**src/rtl/idea_pkg.sv**
```systemverilog
`timescale 1ns / 1ps
// Shared types and constants for the IDEA round with tap output.
package idea_pkg;

  localparam int unsigned WordW = 16;
  localparam int unsigned NumStages = 7;

  typedef logic [WordW-1:0] word_t;
  typedef logic [2*WordW-1:0] dword_t;

  typedef enum logic [1:0] {
    TAP_FULL = 2'd0,
    TAP_PROD = 2'd1,
    TAP_MA1  = 2'd2,
    TAP_MA2  = 2'd3
  } tap_sel_e;

endpackage

```
**src/rtl/idea_if.sv**
```systemverilog
`timescale 1ns / 1ps
// Valid/ready channels for input blocks and round results.
interface idea_in_if;
  logic                valid;
  logic                ready;
  idea_pkg::tap_sel_e  func;
  idea_pkg::word_t     x_one;
  idea_pkg::word_t     x_two;
  idea_pkg::word_t     x_three;
  idea_pkg::word_t     x_four;
  idea_pkg::word_t     k_one;
  idea_pkg::word_t     k_two;
  idea_pkg::word_t     k_three;
  idea_pkg::word_t     k_four;
  idea_pkg::word_t     k_five;
  idea_pkg::word_t     k_six;

  modport source (
    output valid, func, x_one, x_two, x_three, x_four,
    output k_one, k_two, k_three, k_four, k_five, k_six,
    input  ready
  );
  modport sink (
    input  valid, func, x_one, x_two, x_three, x_four,
    input  k_one, k_two, k_three, k_four, k_five, k_six,
    output ready
  );
endinterface

interface idea_out_if;
  logic            valid;
  logic            ready;
  idea_pkg::word_t y_one;
  idea_pkg::word_t y_two;
  idea_pkg::word_t y_three;
  idea_pkg::word_t y_four;
  idea_pkg::word_t tap_word;

  modport source (
    output valid, y_one, y_two, y_three, y_four, tap_word,
    input  ready
  );
  modport sink (
    input  valid, y_one, y_two, y_three, y_four, tap_word,
    output ready
  );
endinterface

```
**src/rtl/idea_mul.sv**
```systemverilog
`timescale 1ns / 1ps
// Two-stage multiplier modulo 2^16+1, zero operand standing for 2^16.
module idea_mul (
  input  logic            clk_i,
  input  logic            en_a_i,
  input  logic            en_b_i,
  input  idea_pkg::word_t a_i,
  input  idea_pkg::word_t b_i,
  output idea_pkg::word_t prod_o
);

  idea_pkg::dword_t prod_d, prod_q;
  idea_pkg::word_t  alt_d, alt_q;
  logic             zero_d, zero_q;
  idea_pkg::word_t  lo, hi, res_d, res_q;

  always_comb begin
    prod_d = idea_pkg::dword_t'(a_i) * idea_pkg::dword_t'(b_i);
    zero_d = (a_i == '0) || (b_i == '0);
    // 65537 - x mod 2^16 is 1 - x
    alt_d  = (a_i == '0) ? (idea_pkg::word_t'(1) - b_i) : (idea_pkg::word_t'(1) - a_i);
  end

  always_ff @(posedge clk_i) begin
    if (en_a_i) begin
      prod_q <= prod_d;
      zero_q <= zero_d;
      alt_q  <= alt_d;
    end
  end

  always_comb begin
    lo    = prod_q[idea_pkg::WordW-1:0];
    hi    = prod_q[2*idea_pkg::WordW-1:idea_pkg::WordW];
    res_d = zero_q ? alt_q
                   : (lo - hi + idea_pkg::word_t'(lo < hi));
  end

  always_ff @(posedge clk_i) begin
    if (en_b_i) begin
      res_q <= res_d;
    end
  end

  assign prod_o = res_q;

endmodule

```
**src/rtl/idea_round_with_taps.sv**
```systemverilog
`timescale 1ns / 1ps
// One IDEA round over a seven-stage pipeline, with a selectable tap word.
//
// Takes one block per clock while the output side is ready and delivers each
// result in input order. The depth comes from three modular multipliers in a
// chain (X1*K1 with X4*K4, then the two MA products), each split into a
// product stage and a reduction stage, plus one output register.
// A stall on the output fills bubbles first and then holds every stage; no
// beat is lost or repeated. The four output words always carry the full round;
// only tap_word follows func.
module idea_round_with_taps (
  input  logic           clk_i,
  input  logic           rst_ni,
  idea_in_if.sink        in_i,
  idea_out_if.source     out_o
);

  localparam int unsigned Last = idea_pkg::NumStages - 1;

  logic [idea_pkg::NumStages-1:0] v_q, v_d, en;

  idea_pkg::word_t e1, e4, t1, t2;

  // stage sideband registers
  idea_pkg::tap_sel_e s0_func_q, s1_func_q, s2_func_q, s3_func_q, s4_func_q, s5_func_q;
  idea_pkg::word_t    s0_e2_q, s0_e3_q, s0_k5_q, s0_k6_q;
  idea_pkg::word_t    s1_e2_q, s1_e3_q, s1_k5_q, s1_k6_q;
  idea_pkg::word_t    s2_e1_q, s2_e2_q, s2_e3_q, s2_e4_q, s2_k6_q;
  idea_pkg::word_t    s3_e1_q, s3_e2_q, s3_e3_q, s3_e4_q, s3_k6_q;
  idea_pkg::word_t    s4_e1_q, s4_e2_q, s4_e3_q, s4_e4_q, s4_t1_q;
  idea_pkg::word_t    s5_e1_q, s5_e2_q, s5_e3_q, s5_e4_q, s5_t1_q;
  idea_pkg::word_t    y1_q, y2_q, y3_q, y4_q, tap_q;
  idea_pkg::word_t    y1_d, y2_d, y3_d, y4_d, tap_d, u;

  always_comb begin
    en[Last] = !v_q[Last] || out_o.ready;
    for (int i = Last - 1; i >= 0; i--) begin
      en[i] = !v_q[i] || en[i+1];
    end
    v_d[0] = en[0] ? in_i.valid : v_q[0];
    for (int i = 1; i < idea_pkg::NumStages; i++) begin
      v_d[i] = en[i] ? v_q[i-1] : v_q[i];
    end
  end

  always_ff @(posedge clk_i or negedge rst_ni) begin
    if (!rst_ni) begin
      v_q <= '0;
    end else begin
      v_q <= v_d;
    end
  end

  assign in_i.ready = en[0];

  idea_mul u_mul_e1 (
    .clk_i  (clk_i),
    .en_a_i (en[0]),
    .en_b_i (en[1]),
    .a_i    (in_i.x_one),
    .b_i    (in_i.k_one),
    .prod_o (e1)
  );

  idea_mul u_mul_e4 (
    .clk_i  (clk_i),
    .en_a_i (en[0]),
    .en_b_i (en[1]),
    .a_i    (in_i.x_four),
    .b_i    (in_i.k_four),
    .prod_o (e4)
  );

  idea_mul u_mul_t1 (
    .clk_i  (clk_i),
    .en_a_i (en[2]),
    .en_b_i (en[3]),
    .a_i    (e1 ^ s1_e3_q),
    .b_i    (s1_k5_q),
    .prod_o (t1)
  );

  idea_mul u_mul_t2 (
    .clk_i  (clk_i),
    .en_a_i (en[4]),
    .en_b_i (en[5]),
    .a_i    ((s3_e2_q ^ s3_e4_q) + t1),
    .b_i    (s3_k6_q),
    .prod_o (t2)
  );

  always_comb begin
    u    = s5_t1_q + t2;
    y1_d = s5_e1_q ^ t2;
    y2_d = s5_e3_q ^ t2;
    y3_d = s5_e2_q ^ u;
    y4_d = s5_e4_q ^ u;
    case (s5_func_q)
      idea_pkg::TAP_PROD: tap_d = s5_e1_q;
      idea_pkg::TAP_MA1:  tap_d = s5_t1_q;
      default:            tap_d = t2;
    endcase
  end

  always_ff @(posedge clk_i) begin
    if (en[0]) begin
      s0_func_q <= in_i.func;
      s0_e2_q   <= in_i.x_two + in_i.k_two;
      s0_e3_q   <= in_i.x_three + in_i.k_three;
      s0_k5_q   <= in_i.k_five;
      s0_k6_q   <= in_i.k_six;
    end
    if (en[1]) begin
      s1_func_q <= s0_func_q;
      s1_e2_q   <= s0_e2_q;
      s1_e3_q   <= s0_e3_q;
      s1_k5_q   <= s0_k5_q;
      s1_k6_q   <= s0_k6_q;
    end
    if (en[2]) begin
      s2_func_q <= s1_func_q;
      s2_e1_q   <= e1;
      s2_e2_q   <= s1_e2_q;
      s2_e3_q   <= s1_e3_q;
      s2_e4_q   <= e4;
      s2_k6_q   <= s1_k6_q;
    end
    if (en[3]) begin
      s3_func_q <= s2_func_q;
      s3_e1_q   <= s2_e1_q;
      s3_e2_q   <= s2_e2_q;
      s3_e3_q   <= s2_e3_q;
      s3_e4_q   <= s2_e4_q;
      s3_k6_q   <= s2_k6_q;
    end
    if (en[4]) begin
      s4_func_q <= s3_func_q;
      s4_e1_q   <= s3_e1_q;
      s4_e2_q   <= s3_e2_q;
      s4_e3_q   <= s3_e3_q;
      s4_e4_q   <= s3_e4_q;
      s4_t1_q   <= t1;
    end
    if (en[5]) begin
      s5_func_q <= s4_func_q;
      s5_e1_q   <= s4_e1_q;
      s5_e2_q   <= s4_e2_q;
      s5_e3_q   <= s4_e3_q;
      s5_e4_q   <= s4_e4_q;
      s5_t1_q   <= s4_t1_q;
    end
    if (en[Last]) begin
      y1_q  <= y1_d;
      y2_q  <= y2_d;
      y3_q  <= y3_d;
      y4_q  <= y4_d;
      tap_q <= tap_d;
    end
  end

  assign out_o.valid    = v_q[Last];
  assign out_o.y_one    = y1_q;
  assign out_o.y_two    = y2_q;
  assign out_o.y_three  = y3_q;
  assign out_o.y_four   = y4_q;
  assign out_o.tap_word = tap_q;

endmodule

```
**src/flat_wrapper.sv**
```systemverilog
// flat-port wrapper written by rule: the top's interface ports become plain ports
module idea_round_with_taps_flat 
  (clk_i, rst_ni, in_i_valid, in_i_func, in_i_x_one, in_i_x_two, in_i_x_three, in_i_x_four, in_i_k_one, in_i_k_two, in_i_k_three, in_i_k_four, in_i_k_five, in_i_k_six, in_i_ready, out_o_valid, out_o_y_one, out_o_y_two, out_o_y_three, out_o_y_four, out_o_tap_word, out_o_ready);
  idea_in_if in_i_i ();
  idea_out_if out_o_i ();
  input  logic clk_i;
  input  logic rst_ni;
  input wire logic [$bits(in_i_i.valid)-1:0] in_i_valid;
  input wire logic [$bits(in_i_i.func)-1:0] in_i_func;
  input wire logic [$bits(in_i_i.x_one)-1:0] in_i_x_one;
  input wire logic [$bits(in_i_i.x_two)-1:0] in_i_x_two;
  input wire logic [$bits(in_i_i.x_three)-1:0] in_i_x_three;
  input wire logic [$bits(in_i_i.x_four)-1:0] in_i_x_four;
  input wire logic [$bits(in_i_i.k_one)-1:0] in_i_k_one;
  input wire logic [$bits(in_i_i.k_two)-1:0] in_i_k_two;
  input wire logic [$bits(in_i_i.k_three)-1:0] in_i_k_three;
  input wire logic [$bits(in_i_i.k_four)-1:0] in_i_k_four;
  input wire logic [$bits(in_i_i.k_five)-1:0] in_i_k_five;
  input wire logic [$bits(in_i_i.k_six)-1:0] in_i_k_six;
  output wire logic [$bits(in_i_i.ready)-1:0] in_i_ready;
  output wire logic [$bits(out_o_i.valid)-1:0] out_o_valid;
  output wire logic [$bits(out_o_i.y_one)-1:0] out_o_y_one;
  output wire logic [$bits(out_o_i.y_two)-1:0] out_o_y_two;
  output wire logic [$bits(out_o_i.y_three)-1:0] out_o_y_three;
  output wire logic [$bits(out_o_i.y_four)-1:0] out_o_y_four;
  output wire logic [$bits(out_o_i.tap_word)-1:0] out_o_tap_word;
  input wire logic [$bits(out_o_i.ready)-1:0] out_o_ready;
  assign in_i_i.valid = in_i_valid;
  assign in_i_i.func = in_i_func;
  assign in_i_i.x_one = in_i_x_one;
  assign in_i_i.x_two = in_i_x_two;
  assign in_i_i.x_three = in_i_x_three;
  assign in_i_i.x_four = in_i_x_four;
  assign in_i_i.k_one = in_i_k_one;
  assign in_i_i.k_two = in_i_k_two;
  assign in_i_i.k_three = in_i_k_three;
  assign in_i_i.k_four = in_i_k_four;
  assign in_i_i.k_five = in_i_k_five;
  assign in_i_i.k_six = in_i_k_six;
  assign in_i_ready = in_i_i.ready;
  assign out_o_valid = out_o_i.valid;
  assign out_o_y_one = out_o_i.y_one;
  assign out_o_y_two = out_o_i.y_two;
  assign out_o_y_three = out_o_i.y_three;
  assign out_o_y_four = out_o_i.y_four;
  assign out_o_tap_word = out_o_i.tap_word;
  assign out_o_i.ready = out_o_ready;
  idea_round_with_taps u_core (.clk_i(clk_i), .rst_ni(rst_ni), .in_i(in_i_i), .out_o(out_o_i));
endmodule
```
**config.mk**
```make
export PLATFORM = sky130hd
export DESIGN_NAME = idea_round_with_taps_flat
export DESIGN_NICKNAME = d
export VERILOG_FILES = /design/src/rtl/idea_pkg.sv /design/src/rtl/idea_if.sv /design/src/rtl/idea_mul.sv /design/src/rtl/idea_round_with_taps.sv /design/src/flat_wrapper.sv
export SDC_FILE = /design/constraint.sdc
export NUM_CORES = 2
export LEC_CHECK = 0
export BUFFER_PORTS_ARGS = -buffer_cell sky130_fd_sc_hd__buf_2
export CAP_MARGIN = 30
export CORE_ASPECT_RATIO = 1.5
export CORE_MARGIN = 3
export CORE_UTILIZATION = 58
export CTS_CLUSTER_DIAMETER = 40
export DETAILED_ROUTE_END_ITERATION = 10
export PLACE_DENSITY = 0.78
export SLEW_MARGIN = 10
export SYNTH_ARGS = -nofsm -noshare
export SYNTH_HDL_FRONTEND = slang
export SYNTH_HIERARCHICAL = 1
export SYNTH_SLANG_ARGS = --single-unit
```
**constraint.sdc**
```tcl
create_clock -name clk_i -period 9.25 [get_ports clk_i]
set_clock_uncertainty 0.1 [all_clocks]
set_input_delay 0.4625 -clock clk_i [delete_from_list [all_inputs] [get_ports clk_i]]
set_output_delay 0.4625 -clock clk_i [all_outputs]
set_load 0.01 [all_outputs]
```
After elaboration in Yosys (flattened, before gate mapping)
Cells that the tools add are included.
Widths: inputs -> output; s select.
- bits in registers: 807
- latch bits: 0
- bits in writable memories: 0
- memory bits (read-only): 0
- word-level logic and storage cells: 133
- memories: 0
- add/subtract/negate cells: 20
- multiply operators: 4
- div/mod/pow operators: 0
- $lt $le $gt $ge: 4
- equal/unequal tests: 2
- shift-type cells: 0
- mux-type cells: 9
- bitwise logic cells: 6
- reduce and logical (&&, ||, !) cells: 26
- operators with widths (operator ; count):
    $logic_not 16->1 ; 8
    $mul 16x16->32 ; 4
    $mux 16 ; 8
    $sub 1x16->16 const A ; 8
    $xor 16x16->16 ; 6
    $add 16x1->16 ; 4
    $add 16x16->16 ; 4
    $lt 16x16->1 ; 4
    $sub 16x16->16 ; 4
    $pmux 16 s2 ; 1
    $logic_or 1x1->1 ; 11
    $logic_not 1->1 ; 7
    $eq 2x1->1 const B ; 1
    $eq 2x2->1 const B ; 1

Logic depth before layout (Yosys ltp)
- depth after elaboration: 8
- gate-level depth with buffers: 30

Cells and area by module
The synthesis kept the hierarchy.
- modules (own cells, without submodules) (module ; times used ; cells an instance ; area each (um2) ; seq. area each (um2)):
    idea_round_with_taps ; 1 ; 1115 ; 20541.0 ; 16390.7
    idea_mul at u_core.u_mul_t2 ; 1 ; 1395 ; 12774.8 ; 1951.9
    idea_mul at u_core.u_mul_t1 ; 1 ; 1387 ; 12674.7 ; 1951.9
    idea_mul at u_core.u_mul_e4 ; 1 ; 1388 ; 12672.2 ; 1951.9
    idea_mul at u_core.u_mul_e1 ; 1 ; 1388 ; 12668.4 ; 1951.9

Least setup slack after synthesis
Ideal clock, no wire load.
- kind: input -> register
- start: in out_o_ready
- end: reg u_core.s0_e2_q[0] (enable)
- setup time: 2.134 ns
- arrival time: 7.359 ns
- path slack: -0.342 ns
- stages on the path: 4
- cell sequence: nand2b_1 > nor2_1 > and3_1 > nand4_1
- word-level cells in the longest chain between the ends: 7
- RTL lines (what ; line ; text):
    from (decl) ; flat_wrapper.sv:27 ; input wire logic [$bits(out_o_i.ready)-1:0] out_o_ready;
    $logic_or 1x1->1 ; idea_round_with_taps.sv:36 ; en[Last] = !v_q[Last] || out_o.ready;
    $logic_or 1x1->1 (6 in series) ; idea_round_with_taps.sv:38 ; en[i] = !v_q[i] || en[i+1];
    via in_i_ready ; flat_wrapper.sv:20 ; output wire logic [$bits(in_i_i.ready)-1:0] in_i_ready;
    to (signal assigned) ; idea_round_with_taps.sv:108 ; s0_e2_q <= in_i.x_two + in_i.k_two;
    to (decl) ; idea_round_with_taps.sv:26 ; idea_pkg::word_t s0_e2_q, s0_e3_q, s0_k5_q, s0_k6_q;
The timed path passes the listed nets, and every way through them passes these cells.
A chain may end at the register's enable or synchronous reset.

Worst setup path in the final report
- start: reg u_core.s3_e2_q[0]
- end: reg u_core.u_mul_t2.prod_q[29] (data pin)
- word-level cells in the longest chain between the ends: 3
- RTL lines (what ; line ; text):
    from (decl) ; idea_round_with_taps.sv:29 ; idea_pkg::word_t s3_e1_q, s3_e2_q, s3_e3_q, s3_e4_q, s3_k6_q;
    from (signal assigned) ; idea_round_with_taps.sv:131 ; s3_e2_q <= s2_e2_q;
    $xor 16x16->16 ; idea_round_with_taps.sv:87 ; .a_i ((s3_e2_q ^ s3_e4_q) + t1),
    $add 16x16->16 ; idea_round_with_taps.sv:87 ;
    $mul 16x16->32 ; idea_mul.sv:18 ; prod_d = idea_pkg::dword_t'(a_i) * idea_pkg::dword_t'(b_i);
    via u_core.u_mul_t2.prod_d[29] ; idea_mul.sv:12 ; idea_pkg::dword_t prod_d, prod_q;
    to (signal assigned) ; idea_mul.sv:26 ; prod_q <= prod_d;
    to (decl) ; idea_mul.sv:12 ;
The timed path passes the listed nets, and every way through them passes these cells.

==> flow_summary.yaml <==
global_routing:
  grt_pass1_vias: 52982
  grt_max_degree: 85
  grt_use_total_pct: 28.73
  grt-ovfl-total: 0
  grt_antenna_before_repair: 7
  grt_pass1_wl_um: 283200
routing:
  firstDrtPassIters: 6
  viasPerCell: 5.738
  highest_layer: "met5"
  met3_length_um: 8384
  drt-total-wl_um: 180200
  drt_iter0_drc: 2736
  wl_per_cell_um: 21.24
  ant_nets: 0
  routed-wl-met2_um: 95810
  wl_met1_um: 63570
  drc: 0
  vias: 48691
setup_path:
  end_kind: "flip-flop"
  critPathRequiredTime_ps: 9660
  r2r_cells: 28
  r2r-end: "u_core/u_mul_t2/prod_q[29]"
  critPathArrivalTime_ps: 9200
  worstSetupStartpointType: "flip-flop"
  critPathKind: "flip-flop to flip-flop"
  slowest_delay_ps: 540
  rr_startpoint: "u_core/s3_e2_q[0]"
  crit_slowest_cell: "fa_1"
  worstPathMaxFanout: 9
  crit_family: "adder cells"
  r2r_slack_ps: 460
  cp_common_cell: "fa_1"
  crit_buf_inv: 5
floorplanning:
  dieArea_um2: 127300
  ios: 248
  initial_utilization_pct: 58.38
  core-area_um2: 122200
  chipWidth_um: 292.3
  num_rows: 157
  die_h_um: 435.5
yosys:
  synth-seq-cells: 807
  synth_common_cells: "1105 x inv_1, 812 x fa_1, 800 x edfxtp_1"
  avgSynthCellArea_um2: 10.69
  synth.area.top_cells: "edfxtp_1 34%, fa_1 23%, ha_1 11%"
  synth-simple-area-share_pct: 12.61
  synth_top_area_share_pct: 33.68
  ys_seq_area_share_pct: 33.92
  async_flop_share_pct: 0.8674
  synth_ff_type: "edfxtp_1"
  mappedNetlistNets: 8262
  synth_area_leader_cell: "edfxtp_1"
  synthAdderAreaFrac_pct: 33.51
  synth_mux_area_share_pct: 0.3841
  syn_inst: 6673
  synth_compound_gate_area_share_pct: 7.330
  synth_area_um2: 71330
  synthDistinctLibCells: 94
  yosysMostFrequentCell: "inv_1"
  synth-xor-area-share_pct: 4.801
  synth_top_family_by_area: "adder cells"
  synth_edf_count: 800
  yosys_warnings: 6
sta:
  finalSetupViolations: 0
  fin_setup_tns_ps: 0
  slew-limit-headroom_pct: 32.08
  fmax_mhz: 113.8
  grt_setup_unrepaired: "no"
  hold_violations: 0
  drv_slew: 0
  period_share_pct: 95.00
  layout_setup_ws_ps: 462.3
  holdWs_ps: 39.66
  max_slew.worst_pin.slew_ps: 1019
  period_minus_slack_ps: 8788
clock_network:
  ctsHtreeMaxLevel: 3
  clk_pin_slew_worst_paths_ps: 70
  cts.sinks: 807
  ctsLongestPathBuffers: 3
  root_buffer: "clkbuf_16"
  cts_inserted_buffers: 84
  cts_resized: 0
  postCtsSetupBuffers: 0
  cts_tree: "yes"
  clock_latency_ps: 700
status:
  outcome: "complete, no violations"
placement:
  dp_hpwl_um: 140000
  port_buffers: 247
  dpl_worst_slack_ps: 539.1
  globalplace.congestion: 0.9651
finish:
  syn2layout_area_growth_pct: 8.576
  drive_gt1_share_pct: 7.793
  nNetsFinal: 8411
min_path:
  min_path_type: "input pin to asynchronous set/reset pin"
run:
  drv_cap: 0
[final cells by class]
| type | instances | area [um2] |
|---|---|---|
| sequential | 807 | 24200 |
| clock inverter | 61 | 793.3 |
| tap | 1590 | 1989 |
| inverter | 1105 | 4151 |
| clock buffer | 94 | 2203 |
| antenna | 4 | 10.01 |
| timing repair buffer | 351 | 2198 |
| multi-input combinational | 4473 | 41900 |
| fill | 9606 | 44740 |
[what timing repair did]
item	4_1_cts	5_1_grt
endpoints found under the setup margin	0	0
hold endpoints to repair	45	0
hold buffers	41	0
[routing by layer]
layer  GRT usage, %  up-vias
li1               -    22015
met3          3.763      596
met5              0        -
met1          30.93    24384
met4          18.29        4
met2          52.92     1692
[state kept, by name, indices dropped and copies added, names as in the netlist, 32 cells and up]
signal,cells
u_core/u_mul_t1/prod_q,32
u_core/u_mul_e1/prod_q,32
u_core/u_mul_t2/prod_q,32
u_core/u_mul_e4/prod_q,32
[worst register-to-register path, delay by kind of cell (launching register included)]
| kind | cells | cell delay (ps) |
|---|---|---|
| buf+inv | 5 | 380 |
| flops | 1 | 410 |
| mux | 1 | 230 |
| compound gates | 7 | 1740 |
| fa+ha+maj | 9 | 4110 |
| xor+xnor | 1 | 170 |
| simple gates | 5 | 1480 |
[cells by family after synthesis]
| group | count (synthesis) |
|---|---|
| flip-flops | 807 |
| AO/OA/AOI/OAI | 828 |
| buffers and inverters | 1393 |
| AND/OR/NAND/NOR | 1806 |
| XOR/XNOR | 391 |
| adder cells (fa/ha/maj) | 1423 |
| multiplexers | 25 |
[per-stage QoR]
stage,instances,utilization (%),area (um2)
after floorplan,6673,-,71330
after detailed placement,8276,60.48,73890
after CTS,8472,63.26,77300
after global routing,8481,63.38,77440
after global placement,8272,60.45,73850
final,8485,63.39,77450
[cells in the final DEF, fill, tap and decap left out, types with 15 or more instances in the layout]
cell type,instances
a211oi_1,35
a21o_1,69
a21oi_1,249
a22oi_1,18
a31oi_1,30
and2_1,479
and3_1,26
buf_2,247
buf_4,55
clkbuf_16,87
dlygate4sd3_1,41
edfxtp_1,800
fa_1,812
ha_1,611
inv_1,1103
mux2_2,19
nand2_1,784
nand2b_1,36
nand3_1,50
nand4_1,30
nor2_1,175
nor2b_1,31
nor3_1,58
nor3b_1,15
nor4_1,24
o211ai_1,20
o21a_1,29
o21ai_0,183
o21ai_1,20
o21bai_1,44
or3_1,19
xnor2_1,181
xor2_1,205
[worst max-delay path by stage]
stage | start | endpoint | slack [ps] | depth (start not counted)
finish | u_core/s3_e2_q[0] | u_core/u_mul_t2/prod_q[29] | 460 | 28
global route | u_core/s3_e2_q[0] | u_core/u_mul_t2/prod_q[29] | 50 | 28
CTS | u_core/s3_e2_q[0] | u_core/u_mul_t2/prod_q[29] | 500 | 28
detailed placement | u_core/s3_e4_q[0] | u_core/u_mul_t2/prod_q[29] | 540 | 28
global placement | u_core/s3_e4_q[0] | u_core/u_mul_t2/prod_q[29] | 740 | 28
floorplan | out_o_ready | u_core/s0_e2_q[0] | 430 | 4
Power is left out: the tool's default activity adds up to more than one toggle a clock period on the data nets, which glitch-free logic cannot reach.
